===== src/hdl/tolre_pkg.sv =====
// shared types, constants and text tables for the telnet line server
// no dependencies; used by every module of the block
`default_nettype none

package tolre_pkg;

    localparam int LINE_LEN    = 36;
    localparam int FILL_W      = $clog2(LINE_LEN);
    localparam int ADDR_W      = FILL_W;
    localparam int IDX_W       = (FILL_W > 4) ? FILL_W : 4;
    localparam int QUEUE_DEPTH = 2;

    localparam logic [7:0] CMD_IAC  = 8'd255;
    localparam logic [7:0] CMD_WILL = 8'd251;
    localparam logic [7:0] CMD_WONT = 8'd252;
    localparam logic [7:0] CMD_DO   = 8'd253;
    localparam logic [7:0] CMD_DONT = 8'd254;
    localparam logic [7:0] CH_LF    = 8'h0a;
    localparam logic [7:0] CH_CR    = 8'h0d;

    typedef enum logic [2:0] {
        PS_NORMAL,
        PS_IAC,
        PS_WILL,
        PS_WONT,
        PS_DO,
        PS_DONT,
        PS_CLOSED
    } parse_state_t;

    typedef enum logic [2:0] {
        JOB_OPEN,
        JOB_REF_DONT,
        JOB_REF_WONT,
        JOB_ECHO,
        JOB_QUIT
    } job_kind_t;

    typedef enum logic [2:0] {
        PH_IDLE,
        PH_OPEN,
        PH_REFUSE,
        PH_LINE,
        PH_CRLF,
        PH_PROMPT,
        PH_BYE
    } phase_t;

    typedef struct packed {
        job_kind_t         kind;
        logic [7:0]        arg;
        logic [FILL_W-1:0] len;
    } job_t;

    typedef struct packed {
        logic              en;
        logic [ADDR_W-1:0] addr;
        logic [7:0]        data;
    } line_wr_t;

    function automatic logic [7:0] quit_char(input logic [1:0] i);
        logic [7:0] c;
        unique case (i)
            2'd0:    c = 8'h71;
            2'd1:    c = 8'h75;
            2'd2:    c = 8'h69;
            default: c = 8'h74;
        endcase
        return c;
    endfunction

    // greeting sent when a connection opens
    function automatic logic [7:0] open_char(input logic [2:0] i);
        logic [7:0] c;
        unique case (i)
            3'd0:    c = 8'h62;
            3'd1:    c = 8'h65;
            3'd2:    c = 8'h65;
            3'd3:    c = 8'h3e;
            default: c = 8'h20;
        endcase
        return c;
    endfunction

    // "wizard> "
    function automatic logic [7:0] prompt_char(input logic [2:0] i);
        logic [7:0] c;
        unique case (i)
            3'd0:    c = 8'h77;
            3'd1:    c = 8'h69;
            3'd2:    c = 8'h7a;
            3'd3:    c = 8'h61;
            3'd4:    c = 8'h72;
            3'd5:    c = 8'h64;
            3'd6:    c = 8'h3e;
            default: c = 8'h20;
        endcase
        return c;
    endfunction

    // "goodbye" then cr lf
    function automatic logic [7:0] bye_char(input logic [3:0] i);
        logic [7:0] c;
        unique case (i)
            4'd0:    c = 8'h67;
            4'd1:    c = 8'h6f;
            4'd2:    c = 8'h6f;
            4'd3:    c = 8'h64;
            4'd4:    c = 8'h62;
            4'd5:    c = 8'h79;
            4'd6:    c = 8'h65;
            4'd7:    c = CH_CR;
            default: c = CH_LF;
        endcase
        return c;
    endfunction

endpackage

`default_nettype wire


===== src/hdl/tolre_front.sv =====
// front end: telnet command parser, line gathering and job issue
// depends on tolre_pkg
`default_nettype none

module tolre_front (
    input  wire logic              aclk,
    input  wire logic              aresetn,
    input  wire logic              s_tvalid,
    output logic                   s_tready,
    input  wire logic [7:0]        s_tdata,
    input  wire logic              s_tuser,
    input  wire logic              q_full,
    output logic                   q_push,
    output tolre_pkg::job_t        q_job,
    output tolre_pkg::line_wr_t    line_wr,
    input  wire logic              echo_done
);

    tolre_pkg::parse_state_t          parse_reg, parse_next;
    logic [tolre_pkg::FILL_W-1:0]     fill_reg, fill_next;
    logic                             match_reg, match_next;
    logic                             pend_reg, pend_next;

    logic accept;
    logic take_data;
    logic line_end;
    logic store;
    logic quit_hit;

    // no word while an echo is still reading the line store
    assign s_tready = !q_full && !pend_reg;
    assign accept   = s_tvalid && s_tready;

    always_comb begin
        take_data = !s_tuser &&
                    (((parse_reg == tolre_pkg::PS_NORMAL) && (s_tdata != tolre_pkg::CMD_IAC)) ||
                     ((parse_reg == tolre_pkg::PS_IAC) && (s_tdata == tolre_pkg::CMD_IAC)));
        line_end  = take_data && (s_tdata != tolre_pkg::CH_CR) &&
                    ((s_tdata == tolre_pkg::CH_LF) ||
                     (fill_reg == tolre_pkg::FILL_W'(tolre_pkg::LINE_LEN - 1)));
        store     = take_data && (s_tdata != tolre_pkg::CH_CR) && !line_end;
        quit_hit  = line_end && match_reg && (fill_reg == tolre_pkg::FILL_W'(4));
    end

    // next state
    always_comb begin
        parse_next = parse_reg;
        fill_next  = fill_reg;
        match_next = match_reg;
        pend_next  = pend_reg;
        if (echo_done) begin
            pend_next = 1'b0;
        end
        if (accept) begin
            if (s_tuser) begin
                parse_next = tolre_pkg::PS_NORMAL;
                fill_next  = '0;
                match_next = 1'b0;
            end else begin
                unique case (parse_reg)
                    tolre_pkg::PS_NORMAL: begin
                        if (s_tdata == tolre_pkg::CMD_IAC) begin
                            parse_next = tolre_pkg::PS_IAC;
                        end
                    end
                    tolre_pkg::PS_IAC: begin
                        priority if (s_tdata == tolre_pkg::CMD_WILL) begin
                            parse_next = tolre_pkg::PS_WILL;
                        end else if (s_tdata == tolre_pkg::CMD_WONT) begin
                            parse_next = tolre_pkg::PS_WONT;
                        end else if (s_tdata == tolre_pkg::CMD_DO) begin
                            parse_next = tolre_pkg::PS_DO;
                        end else if (s_tdata == tolre_pkg::CMD_DONT) begin
                            parse_next = tolre_pkg::PS_DONT;
                        end else begin
                            parse_next = tolre_pkg::PS_NORMAL;
                        end
                    end
                    tolre_pkg::PS_WILL, tolre_pkg::PS_WONT,
                    tolre_pkg::PS_DO, tolre_pkg::PS_DONT: begin
                        parse_next = tolre_pkg::PS_NORMAL;
                    end
                    tolre_pkg::PS_CLOSED: begin
                        parse_next = tolre_pkg::PS_CLOSED;
                    end
                    default: begin
                        parse_next = tolre_pkg::PS_NORMAL;
                    end
                endcase
                if (store) begin
                    fill_next = fill_reg + tolre_pkg::FILL_W'(1);
                    if (fill_reg == '0) begin
                        match_next = (s_tdata == tolre_pkg::quit_char(2'd0));
                    end else if (fill_reg < tolre_pkg::FILL_W'(4)) begin
                        match_next = match_reg &&
                                     (s_tdata == tolre_pkg::quit_char(fill_reg[1:0]));
                    end
                end
                if (line_end) begin
                    fill_next = '0;
                    if (quit_hit) begin
                        parse_next = tolre_pkg::PS_CLOSED;
                    end else begin
                        pend_next = 1'b1;
                    end
                end
            end
        end
    end

    // outputs
    always_comb begin
        q_push       = 1'b0;
        q_job.kind   = tolre_pkg::JOB_OPEN;
        q_job.arg    = s_tdata;
        q_job.len    = fill_reg;
        line_wr.en   = accept && store;
        line_wr.addr = fill_reg;
        line_wr.data = s_tdata;
        if (accept) begin
            if (s_tuser) begin
                q_push     = 1'b1;
                q_job.kind = tolre_pkg::JOB_OPEN;
            end else if ((parse_reg == tolre_pkg::PS_WILL) ||
                         (parse_reg == tolre_pkg::PS_WONT)) begin
                q_push     = 1'b1;
                q_job.kind = tolre_pkg::JOB_REF_DONT;
            end else if ((parse_reg == tolre_pkg::PS_DO) ||
                         (parse_reg == tolre_pkg::PS_DONT)) begin
                q_push     = 1'b1;
                q_job.kind = tolre_pkg::JOB_REF_WONT;
            end else if (line_end) begin
                q_push     = 1'b1;
                q_job.kind = quit_hit ? tolre_pkg::JOB_QUIT : tolre_pkg::JOB_ECHO;
            end
        end
    end

    always_ff @(posedge aclk) begin
        if (!aresetn) begin
            parse_reg <= tolre_pkg::PS_NORMAL;
            fill_reg  <= '0;
            match_reg <= 1'b0;
            pend_reg  <= 1'b0;
        end else begin
            parse_reg <= parse_next;
            fill_reg  <= fill_next;
            match_reg <= match_next;
            pend_reg  <= pend_next;
        end
    end

endmodule

`default_nettype wire


===== src/hdl/tolre_queue.sv =====
// short job queue between the parser and the output sequencer
// depends on tolre_pkg
`default_nettype none

module tolre_queue (
    input  wire logic            aclk,
    input  wire logic            aresetn,
    input  wire logic            push,
    input  wire tolre_pkg::job_t push_job,
    output logic                 full,
    input  wire logic            pop,
    output tolre_pkg::job_t      head,
    output logic                 empty
);

    localparam int PTR_W = (tolre_pkg::QUEUE_DEPTH > 1) ? $clog2(tolre_pkg::QUEUE_DEPTH) : 1;
    localparam int CNT_W = $clog2(tolre_pkg::QUEUE_DEPTH + 1);

    tolre_pkg::job_t     slot_reg [tolre_pkg::QUEUE_DEPTH];
    logic [PTR_W-1:0]    wr_ptr_reg, wr_ptr_next;
    logic [PTR_W-1:0]    rd_ptr_reg, rd_ptr_next;
    logic [CNT_W-1:0]    count_reg, count_next;
    logic                do_push;
    logic                do_pop;

    assign full    = (count_reg == CNT_W'(tolre_pkg::QUEUE_DEPTH));
    assign empty   = (count_reg == '0);
    assign head    = slot_reg[rd_ptr_reg];
    assign do_push = push && !full;
    assign do_pop  = pop && !empty;

    always_comb begin
        wr_ptr_next = wr_ptr_reg;
        rd_ptr_next = rd_ptr_reg;
        count_next  = count_reg;
        if (do_push) begin
            wr_ptr_next = (wr_ptr_reg == PTR_W'(tolre_pkg::QUEUE_DEPTH - 1)) ?
                          '0 : wr_ptr_reg + PTR_W'(1);
        end
        if (do_pop) begin
            rd_ptr_next = (rd_ptr_reg == PTR_W'(tolre_pkg::QUEUE_DEPTH - 1)) ?
                          '0 : rd_ptr_reg + PTR_W'(1);
        end
        if (do_push && !do_pop) begin
            count_next = count_reg + CNT_W'(1);
        end else if (do_pop && !do_push) begin
            count_next = count_reg - CNT_W'(1);
        end
    end

    always_ff @(posedge aclk) begin
        if (do_push) begin
            slot_reg[wr_ptr_reg] <= push_job;
        end
    end

    always_ff @(posedge aclk) begin
        if (!aresetn) begin
            wr_ptr_reg <= '0;
            rd_ptr_reg <= '0;
            count_reg  <= '0;
        end else begin
            wr_ptr_reg <= wr_ptr_next;
            rd_ptr_reg <= rd_ptr_next;
            count_reg  <= count_next;
        end
    end

endmodule

`default_nettype wire


===== src/hdl/tolre_back.sv =====
// back end: line store, byte sequencer for each job and output register
// depends on tolre_pkg
`default_nettype none

module tolre_back (
    input  wire logic                aclk,
    input  wire logic                aresetn,
    input  wire logic                q_empty,
    output logic                     q_pop,
    input  wire tolre_pkg::job_t     q_head,
    input  wire tolre_pkg::line_wr_t line_wr,
    output logic                     m_tvalid,
    input  wire logic                m_tready,
    output logic [7:0]               m_tdata,
    output logic                     m_tlast,
    output logic                     m_tuser,
    output logic                     echo_done
);

    localparam int IDX_W  = tolre_pkg::IDX_W;
    localparam int FILL_W = tolre_pkg::FILL_W;
    localparam int ADDR_W = tolre_pkg::ADDR_W;

    logic [7:0]                  line_mem [tolre_pkg::LINE_LEN];
    logic [7:0]                  rd_data_reg;
    logic [ADDR_W-1:0]           rd_addr;

    tolre_pkg::phase_t           phase_reg, phase_next;
    logic [IDX_W-1:0]            idx_reg, idx_next;
    tolre_pkg::job_kind_t        kind_reg;
    logic [7:0]                  arg_reg;
    logic [FILL_W-1:0]           len_reg;

    logic                        out_valid_reg;
    logic [7:0]                  out_byte_reg;
    logic                        out_last_reg;
    logic                        out_closed_reg;

    logic                        emit;
    logic                        at_end;
    logic                        crlf_en;
    logic                        is_quit;
    logic [FILL_W-1:0]           len_m1;
    tolre_pkg::phase_t           follow;
    tolre_pkg::phase_t           start_phase;
    logic [7:0]                  byte_cur;
    logic                        last_cur;

    assign is_quit = (kind_reg == tolre_pkg::JOB_QUIT);
    assign len_m1  = len_reg - FILL_W'(1);
    assign crlf_en = len_reg < FILL_W'(tolre_pkg::LINE_LEN - 2);
    assign emit    = (phase_reg != tolre_pkg::PH_IDLE) && (!out_valid_reg || m_tready);

    // end of the current phase and what comes after it
    always_comb begin
        at_end = 1'b0;
        follow = tolre_pkg::PH_IDLE;
        unique case (phase_reg)
            tolre_pkg::PH_IDLE:   at_end = 1'b0;
            tolre_pkg::PH_OPEN:   at_end = (idx_reg == IDX_W'(4));
            tolre_pkg::PH_REFUSE: at_end = (idx_reg == IDX_W'(2));
            tolre_pkg::PH_LINE: begin
                at_end = (idx_reg == IDX_W'(len_m1));
                follow = crlf_en ? tolre_pkg::PH_CRLF : tolre_pkg::PH_PROMPT;
            end
            tolre_pkg::PH_CRLF: begin
                at_end = (idx_reg == IDX_W'(1));
                follow = tolre_pkg::PH_PROMPT;
            end
            tolre_pkg::PH_PROMPT: begin
                at_end = (idx_reg == IDX_W'(7));
                follow = is_quit ? tolre_pkg::PH_BYE : tolre_pkg::PH_IDLE;
            end
            tolre_pkg::PH_BYE:    at_end = (idx_reg == IDX_W'(8));
            default:              at_end = 1'b0;
        endcase
    end

    always_comb begin
        unique case (q_head.kind)
            tolre_pkg::JOB_OPEN:     start_phase = tolre_pkg::PH_OPEN;
            tolre_pkg::JOB_REF_DONT: start_phase = tolre_pkg::PH_REFUSE;
            tolre_pkg::JOB_REF_WONT: start_phase = tolre_pkg::PH_REFUSE;
            tolre_pkg::JOB_ECHO: begin
                start_phase = (q_head.len != '0) ? tolre_pkg::PH_LINE : tolre_pkg::PH_CRLF;
            end
            tolre_pkg::JOB_QUIT:     start_phase = tolre_pkg::PH_PROMPT;
            default:                 start_phase = tolre_pkg::PH_IDLE;
        endcase
    end

    // next state
    always_comb begin
        phase_next = phase_reg;
        idx_next   = idx_reg;
        q_pop      = 1'b0;
        if (phase_reg == tolre_pkg::PH_IDLE) begin
            if (!q_empty) begin
                q_pop      = 1'b1;
                phase_next = start_phase;
                idx_next   = '0;
            end
        end else if (emit) begin
            if (at_end) begin
                phase_next = follow;
                idx_next   = '0;
            end else begin
                idx_next = idx_reg + IDX_W'(1);
            end
        end
    end

    // outputs
    always_comb begin
        last_cur = at_end && (follow == tolre_pkg::PH_IDLE);
        unique case (phase_reg)
            tolre_pkg::PH_OPEN:   byte_cur = tolre_pkg::open_char(idx_reg[2:0]);
            tolre_pkg::PH_REFUSE: begin
                priority if (idx_reg == '0) begin
                    byte_cur = tolre_pkg::CMD_IAC;
                end else if (idx_reg == IDX_W'(1)) begin
                    byte_cur = (kind_reg == tolre_pkg::JOB_REF_DONT) ?
                               tolre_pkg::CMD_DONT : tolre_pkg::CMD_WONT;
                end else begin
                    byte_cur = arg_reg;
                end
            end
            tolre_pkg::PH_LINE:   byte_cur = rd_data_reg;
            tolre_pkg::PH_CRLF:   byte_cur = idx_reg[0] ? tolre_pkg::CH_LF : tolre_pkg::CH_CR;
            tolre_pkg::PH_PROMPT: byte_cur = tolre_pkg::prompt_char(idx_reg[2:0]);
            tolre_pkg::PH_BYE:    byte_cur = tolre_pkg::bye_char(idx_reg[3:0]);
            default:              byte_cur = 8'h00;
        endcase
        echo_done = emit && last_cur && (kind_reg == tolre_pkg::JOB_ECHO);
    end

    // read address follows the index so the read data lines up with it
    assign rd_addr = (phase_next == tolre_pkg::PH_LINE) ? idx_next[ADDR_W-1:0] : '0;

    always_ff @(posedge aclk) begin
        if (line_wr.en) begin
            line_mem[line_wr.addr] <= line_wr.data;
        end
        rd_data_reg <= line_mem[rd_addr];
    end

    always_ff @(posedge aclk) begin
        if (q_pop) begin
            kind_reg <= q_head.kind;
            arg_reg  <= q_head.arg;
            len_reg  <= q_head.len;
        end
        if (emit) begin
            out_byte_reg   <= byte_cur;
            out_last_reg   <= last_cur;
            out_closed_reg <= is_quit;
        end
    end

    always_ff @(posedge aclk) begin
        if (!aresetn) begin
            phase_reg     <= tolre_pkg::PH_IDLE;
            idx_reg       <= '0;
            out_valid_reg <= 1'b0;
        end else begin
            phase_reg <= phase_next;
            idx_reg   <= idx_next;
            if (emit) begin
                out_valid_reg <= 1'b1;
            end else if (m_tready) begin
                out_valid_reg <= 1'b0;
            end
        end
    end

    assign m_tvalid = out_valid_reg;
    assign m_tdata  = out_byte_reg;
    assign m_tlast  = out_last_reg;
    assign m_tuser  = out_closed_reg;

endmodule

`default_nettype wire


===== src/hdl/telnet_option_refuse_line_echo_top.sv =====
// top level of the telnet line server with option refusal
// depends on tolre_pkg, tolre_front, tolre_queue and tolre_back
`default_nettype none

// channel   direction  tdata          tuser           tlast
// s_        in         rx_byte [7:0]  req_type        -
// m_        out        tx_byte [7:0]  session_closed  last byte of the run
//
// a word that produces no output (plain line byte, cr, option prefix) is taken
// while the job queue has room and no echo is pending
// a word that issues a job waits for a free slot in the two-entry job queue
// while a line echo is queued or running, input stalls until its last byte leaves the
// sequencer, since the echo reads the line store that new words would overwrite
// each job is popped while the sequencer is idle, then one output byte per cycle while m_tready is high
// reset is synchronous, active low; the line store needs no clearing pass

module telnet_option_refuse_line_echo_top (
    input  wire logic       aclk,
    input  wire logic       aresetn,
    input  wire logic       s_tvalid,
    output logic            s_tready,
    input  wire logic [7:0] s_tdata,   // [7:0] rx_byte
    input  wire logic       s_tuser,   // [0] req_type: 1 opens a connection
    output logic            m_tvalid,
    input  wire logic       m_tready,
    output logic [7:0]      m_tdata,   // [7:0] tx_byte
    output logic            m_tlast,
    output logic            m_tuser    // [0] session_closed
);

    tolre_pkg::job_t      q_job;
    tolre_pkg::job_t      q_head;
    tolre_pkg::line_wr_t  line_wr;
    logic                 q_push;
    logic                 q_full;
    logic                 q_pop;
    logic                 q_empty;
    logic                 echo_done;

    // parser: option decoding and line gathering
    tolre_front u_front (
        .aclk      (aclk),
        .aresetn   (aresetn),
        .s_tvalid  (s_tvalid),
        .s_tready  (s_tready),
        .s_tdata   (s_tdata),
        .s_tuser   (s_tuser),
        .q_full    (q_full),
        .q_push    (q_push),
        .q_job     (q_job),
        .line_wr   (line_wr),
        .echo_done (echo_done)
    );

    // jobs waiting for the sequencer
    tolre_queue u_queue (
        .aclk     (aclk),
        .aresetn  (aresetn),
        .push     (q_push),
        .push_job (q_job),
        .full     (q_full),
        .pop      (q_pop),
        .head     (q_head),
        .empty    (q_empty)
    );

    // sequencer: expands each job into its byte run
    tolre_back u_back (
        .aclk      (aclk),
        .aresetn   (aresetn),
        .q_empty   (q_empty),
        .q_pop     (q_pop),
        .q_head    (q_head),
        .line_wr   (line_wr),
        .m_tvalid  (m_tvalid),
        .m_tready  (m_tready),
        .m_tdata   (m_tdata),
        .m_tlast   (m_tlast),
        .m_tuser   (m_tuser),
        .echo_done (echo_done)
    );

endmodule

`default_nettype wire


===== config.mk =====
export PLATFORM = sky130hd
export DESIGN_NAME = telnet_option_refuse_line_echo_top
export DESIGN_NICKNAME = d
export VERILOG_FILES = /design/src/hdl/tolre_pkg.sv /design/src/hdl/tolre_front.sv /design/src/hdl/tolre_queue.sv /design/src/hdl/tolre_back.sv /design/src/hdl/telnet_option_refuse_line_echo_top.sv
export SDC_FILE = /design/constraint.sdc
export NUM_CORES = 1
export LEC_CHECK = 0
export ABC_AREA = 1
export CAP_MARGIN = 25
export CORE_UTILIZATION = 58
export DETAILED_ROUTE_END_ITERATION = 10
export DONT_BUFFER_PORTS = 1
export PLACE_DENSITY = 0.76
export SLEW_MARGIN = 20
export SYNTH_ARGS = -nofsm -noshare
export SYNTH_HDL_FRONTEND = slang
export SYNTH_SLANG_ARGS = --single-unit

===== constraint.sdc =====
create_clock -name aclk -period 3 [get_ports aclk]
set_input_delay 0.3 -clock aclk [delete_from_list [all_inputs] [get_ports aclk]]
set_output_delay 0.3 -clock aclk [all_outputs]
set_load 0.01 [all_outputs]

==> Word level (Yosys, flattened, before mapping) <==
Memory sizes are Yosys's and may differ from the RTL's. A register that Yosys moved wholly into a read port is not among the register bits.
Cells that the tools add are included.
{ "word_totals": {"mem_bits_rw": 322, "mem_count": 3, "reg_bits": 52, "word_cells": 204, "output_inout_bits": 12, "input_bits": 13, "mem_bits_ro": 56} }
{ "op_classes": {"n_reduce_logical": 53, "n_eq_ne": 47, "addsub": 7, "order_cmp": 2, "mux": 76} }
{ "mem_list": {"columns": ["memory", "depth", "width", "rd", "rd_ports_with_merged_regs", "write_ports", "line_no", "rtl"], "rows": [
  ["u_back.line_mem", 36, 8, 1, 1, 1, "tolre_back.sv:24", "logic [7:0] line_mem [tolre_pkg::LINE_LEN];"],
  ["(no name shown)", 8, 7, 1, 1, 0, "tolre_pkg.sv:104", "unique case (i)"],
  ["u_queue.slot_reg", 2, 17, 1, 1, 1, "tolre_queue.sv:19", "tolre_pkg::job_t slot_reg [tolre_pkg::QUEUE_DEPTH];"]
]} }
{ "ops": {"columns": ["op", "n"], "rows": [
  ["3-bit two-way mux", 22],
  ["8-bit two-way mux", 8],
  ["7-bit case mux with 7 select lines", 1],
  ["6-bit two-way mux", 8],
  ["8-bit case mux with 6 select lines", 1],
  ["8-bit equality test, second input constant", 5],
  ["3-bit equality test, second input constant", 11],
  ["3-bit by 2-bit equality test with 1-bit output, second input constant", 10],
  ["1-bit two-way mux", 27],
  ["7-bit case mux with 3 select lines", 1],
  ["1-bit logical AND", 20],
  ["6-bit by 3-bit equality test with 1-bit output, second input constant", 3],
  ["3-bit case mux with 3 select lines", 2],
  ["3-bit by 1-bit equality test with 1-bit output, second input constant", 5],
  ["3-bit zero test", 5],
  ["5-bit case mux with 3 select lines", 1],
  ["6-bit by 1-bit adder with 6-bit output, second input constant", 2],
  ["6-bit zero test", 2],
  ["3-bit case mux with 4 select lines", 1],
  ["3-bit nonzero test", 3],
  ["8-bit by 4-bit equality test with 1-bit output, second input constant", 1],
  ["8-bit by 7-bit equality test with 1-bit output, second input constant", 1],
  ["8-bit equality test", 1],
  ["1-bit zero test", 8],
  ["24 further kinds", 36]
]} }

==> Longest topological paths before layout <==
{ "logic_depth": {"depth_word": 17, "ltp_mapped": 27, "ltp_nobuf": 26} }

==> By module <==
From an unflattened synthesis, not the netlist that was laid out.
{ "hier_totals": {"cells_unflattened": 1779, "hier_area_um2": 18146.2} }
{ "by_module_without_submodules": {"columns": ["module", "area_per_inst_um2", "cells_each", "n_inst", "seq_area_each_um2"], "rows": [
  ["tolre_back", 15359.7, 1475, 1, 9939.5],
  ["tolre_queue", 1526.5, 91, 1, 1121.1],
  ["tolre_front", 1260.0, 213, 1, 220.2]
]} }

==> Least setup slack after synthesis <==
Ideal clock, no wire load.
{ "synth_timing": {"path_type": "register to register", "from": "register u_back.phase_reg[2]", "to": "register u_back.rd_data_reg[4] (read register of u_back.line_mem)", "stages_incl_launch_ff": 20, "path_buffers": 3, "arrival_time_ns": 3.102, "slack_ns": -0.216, "t_required_ns": 2.886, "setup_ns": 0.114, "synth_period_minus_slack_ns": 3.216, "cell_sequence": "dfxtp_1 -> buf_2 -> inv_1 -> nand2_1 -> nor2_1 -> inv_1 -> a21oi_1 -> nand2_1 -> nand2_1 -> nor2_1 -> nor2_8 -> nand3_2 -> buf_6 -> buf_4 -> o21ai_1 -> nand3_1 -> nand3_1 -> nand3_1 -> nand3_1 -> nand2_1"} }
{ "synth_between": {"elab_chain_len": 7, "elab_cells_between_ends": 20, "cone_classes": "eq/ne: 7; mux: 10; reduce/logical: 3"} }
{ "synth_rtl": {"columns": ["element", "line_no", "rtl"], "rows": [
  ["from (decl)", "tolre_back.sv:28", "tolre_pkg::phase_t phase_reg, phase_next;"],
  ["from (signal assigned)", "tolre_back.sv:162", "phase_reg <= tolre_pkg::PH_IDLE;"],
  ["from (signal assigned)", "tolre_back.sv:166", "phase_reg <= phase_next;"],
  ["3-bit equality test (tied with other cells)", "tolre_back.sv:58", "unique case (phase_reg)"],
  ["1-bit case mux with 6 select lines / 3-bit case mux with 3 select lines (equally long branches)", "tolre_back.sv:58", null],
  ["3-bit two-way mux", "tolre_back.sv:104", "if (at_end) begin"],
  ["3-bit two-way mux", "tolre_back.sv:103", "end else if (emit) begin"],
  ["3-bit two-way mux", "tolre_back.sv:97", "if (phase_reg == tolre_pkg::PH_IDLE) begin"],
  ["3-bit by 2-bit equality test with 1-bit output", "tolre_back.sv:138", "assign rd_addr = (phase_next == tolre_pkg::PH_LINE) ? idx_next[ADDR_W-1:0] : '0;"],
  ["6-bit two-way mux *", "tolre_back.sv:138", null],
  ["to (decl)", "tolre_back.sv:25", "logic [7:0] rd_data_reg;"]
]} }
Every way passes the cells marked *; elsewhere a longest branch is shown, timed or not.
A chain may end at the register's enable or synchronous reset.

==> Final worst setup path <==
{ "layout_timing": {"from": "register u_back.len_reg[1]", "to": "register u_back.rd_data_reg[6] (read register of u_back.line_mem)"} }
{ "layout_between": {"elab_chain_len": 8, "elab_cells_between_ends": 14, "cone_classes": "add/sub: 1; order compare: 1; eq/ne: 2; mux: 10"} }
{ "layout_rtl": {"columns": ["element", "line_no", "rtl"], "rows": [
  ["from (decl)", "tolre_back.sv:32", "logic [FILL_W-1:0] len_reg;"],
  ["from (signal assigned)", "tolre_back.sv:151", "len_reg <= q_head.len;"],
  ["6-bit by 1-bit subtractor with 6-bit output / 6-bit less-than comparator (equally long branches)", "tolre_back.sv:50, tolre_back.sv:51", null],
  ["6-bit equality test / 1-bit two-way mux (equally long branches)", "tolre_back.sv:63, tolre_back.sv:64", null],
  ["1-bit case mux with 6 select lines / 3-bit case mux with 3 select lines (equally long branches)", "tolre_back.sv:58", null],
  ["3-bit two-way mux", "tolre_back.sv:104", null],
  ["3-bit two-way mux", "tolre_back.sv:103", null],
  ["3-bit two-way mux", "tolre_back.sv:97", null],
  ["3-bit by 2-bit equality test with 1-bit output", "tolre_back.sv:138", null],
  ["6-bit two-way mux *", "tolre_back.sv:138", null]
]} }
Marks and branches as above.

==> qor.csv <==
stage,metric,value,unit
critical_path,cp-end-kind,flop,
clock_network,cts_made_buffers,40,
power,ir_worst_vdd,635,uV
synth,yosysTopAreaCell,edfxtp_1,
timing,min_period,3190,ps
synth,synth_edf_count,349,
drt,viasPerCell,6.11,
place,dp_slack,-316,ps
outcome,violations,setup timing,
place,postPlaceCellArea,0.0190,mm2
synth,synth_most_common_cell,edfxtp_1,
floorplanning,ioPinCount,25,
synth,netlist.area_leader.share,59.4,%
grt,grt_pass1_wl,74600,um
flow_run,maxCapViolations,0,
critical_path,critPathArrivalTime,3620,ps
timing,finalHoldViolations,0,
synth,ys_top_cells_by_area,"edfxtp_1 59%, nand3_1 7.1%, inv_1 5.1%, dfxtp_1 4.5%, nor2_1 4.4%",
place,dp.final_hpwl,28900,um
synth,netlist_instances,1709,
grt,grt_overflow,0,
synth,ys_types,44,
synth,netlist_area,0.0176,mm2
synth,postSynthNetCount,1738,
clock_network,tritoncts,built,
place,portBuffers,0,
timing,rsz0062_at_grt,true,
grt,grt_pass1_vias,13200,
power,power_leakage,8.60,nW
timing,worst-slew-pin-transition,753,ps
critical_path,crit_type,flop to flop,
clock_network,insertion_delay,530,ps
synth,syn_avg_cell_area,10.3,um2
timing,drv_slew,0,
drt,ant_nets,0,
min_path,hp-class,input port to flop,
clock_network,path_clk_slew,60,ps
drt,drcViolationCount,0,
clock_network,cts_sinks,389,
drt,firstDrtPassIters,7,
finish,syn_to_final_growth,22.6,%
grt,track_usage,32.0,%
timing,final.setup.worst_slack,-193,ps
power,powerDensity,822,mW/mm2
synth,ys_seq_elements,389,
drt,wirelength,49800,um
drt,routedWlPerCell,21.9,um
timing,slew_headroom,48.5,%
timing,setup_viol,8,
timing,fin_crit_sh,106,%
synth,synth_flop_cell,edfxtp_1,
synth,yosys_warnings,0,
critical_path,cp.required,3420,ps
floorplanning,start_util,59.2,%
finish,n_fill_cell,1951,
timing,finClkSkew,16.0,ps
critical_path,path_max_fanout,15,
timing,max_freq,313,MHz
timing,whs,24.4,ps
finish,largest_reg_flops,288,
clock_network,clk_path_buf_depth,3,
power,total_power,0.0178,W
timing,finalSetupTns,-1100,ps
clock_network,root_buffer,clkbuf_16,
synth,ys_seq_area_share,64.0,%
floorplanning,die_h,176,um
floorplanning,die_area,0.0311,mm2
critical_path,start_kind,flop,
finish,design_area,0.0216,mm2
floorplanning,core_area,0.0298,mm2
clock_network,htree_levels,2,
grt,grt_max_degree,50,
synth,synthTopCellsByCount,"349 x edfxtp_1, 249 x nand3_1, 239 x inv_1, 207 x nor2_1, 174 x nand2_1",
grt,antenna_found_initial,2,
drt,drt_iter0_markers,1951,
floorplanning,die_w,176,um
drt,vias,13900,
place,routabilityCongestion,0.947,
synth,synth-async-reset-ratio,0,%
finish,layout-drive-gt1-share,21.8,%
floorplanning,num_rows,63,
finish,nets,1885,
outcome,status,"finished, violations left",
routing by layer:
| layer | global-route usage [%] | share of wire, % |
|---|---|---|
| met5 | 0 | 0.026 |
| met4 | 14.9 | 5.1 |
| met3 | 5.92 | 11 |
| met2 | 50.3 | 47 |
| met1 | 43.2 | 37 |
cells by family after synthesis:
kind of cell,Yosys count,synth area share [%]
mux,16,1.02
compound gates,144,4.48
xor+xnor,5,0.248
flops,389,64.0
fa+ha+maj,16,1.14
buf+inv,333,7.63
simple gates,806,21.5
layout make-up:
type	count	area [um2]	share of cell area (%)
Timing Repair Buffer	188	2090	9.65
Clock inverter	21	204	0.943
Antenna cell	2	5.00	0.0232
Clock buffer	50	1060	4.90
Multi-Input combinational cell	987	5540	25.6
Inverter	250	947	4.38
Tap cell	390	488	2.26
Sequential cell	389	11300	52.2
cells in the final DEF (no fill, tap or decap), types with 4 or more instances in the layout:
cell type	Yosys	routed
nand3_1	249	177
o22ai_1	11	11
nor2_1	207	199
o21ai_2	0	8
dfxtp_1	40	38
nand4_1	106	106
inv_2	8	10
nand3_2	3	67
nand2_1	174	171
clkinv_1	3	9
nand3_4	1	9
clkbuf_16	0	43
o21ai_1	14	17
buf_16	0	7
buf_4	9	134
o21ai_0	63	52
buf_12	0	32
nor2_2	2	8
clkbuf_1	33	9
mux2_2	16	16
clkinv_2	0	7
nand2_2	6	5
bufinv_16	0	4
inv_1	239	235
ha_1	16	15
a21oi_1	37	35
nor4_1	4	4
or2_2	28	28
buf_6	2	6
nor3_1	22	22
edfxtp_1	349	349
clkinvlp_4	0	4
power by group:
group          total, W  switching (W)  internal, W
Clock           0.00486        0.00201      0.00285
Sequential      0.00657       0.000220      0.00635
Combinational   0.00634        0.00379      0.00255
Total            0.0178        0.00602       0.0117
path summary, 6_finish.rpt:
check	start	to	slack (ps)	cells past startpoint
worst max register to register	u_back.len_reg[1]	u_back.rd_data_reg[6]	-190	26
worst max-delay path	u_back.len_reg[1]	u_back.rd_data_reg[6]	-190	26
worst min register to register	u_queue.rd_ptr_reg	u_queue.rd_ptr_reg	470	1
worst min-delay path	aresetn	u_front.fill_reg[4]	20	2
repair_timing:
item / 4_1_cts / 5_1_grt
gates resized for setup: 83 / 64
cloned: 8 / 2
pin swaps: 17 / 19
hold endpoints to repair: 317 / 0
hold buffers: 10 / 0
endpoints found under the setup margin: 8 / 9
buffers inserted: 21 / 8
through the flow:
stage,instances,util [%]
floorplan,1709,-
global placement,2156,63.8
detailed placement,2156,63.8
CTS,2265,71.2
global route,2275,72.5
finish,2277,72.5
worst max-delay path, stage by stage, from the launching register on:
cell	delay [ps]
edfxtp_1	420
inv_2	90
ha_4	140
inv_1	40
nand2_1	50
nand3_1	90
nand2_1	80
nand2_1	50
nand2_1	60
inv_1	40
nand2_1	50
nor2_1	40
nand3_1	100
nand2_4	100
buf_6	140
o21bai_1	130
nand2_1	120
inv_4	150
buf_12	180
buf_4	230
nand4_1	170
nand3_1	130
nand3_1	130
nand3_2	100
nand3_2	110
nand3_1	90
nand2_1	50
No activity file was read; power rests on OpenSTA's default activity.
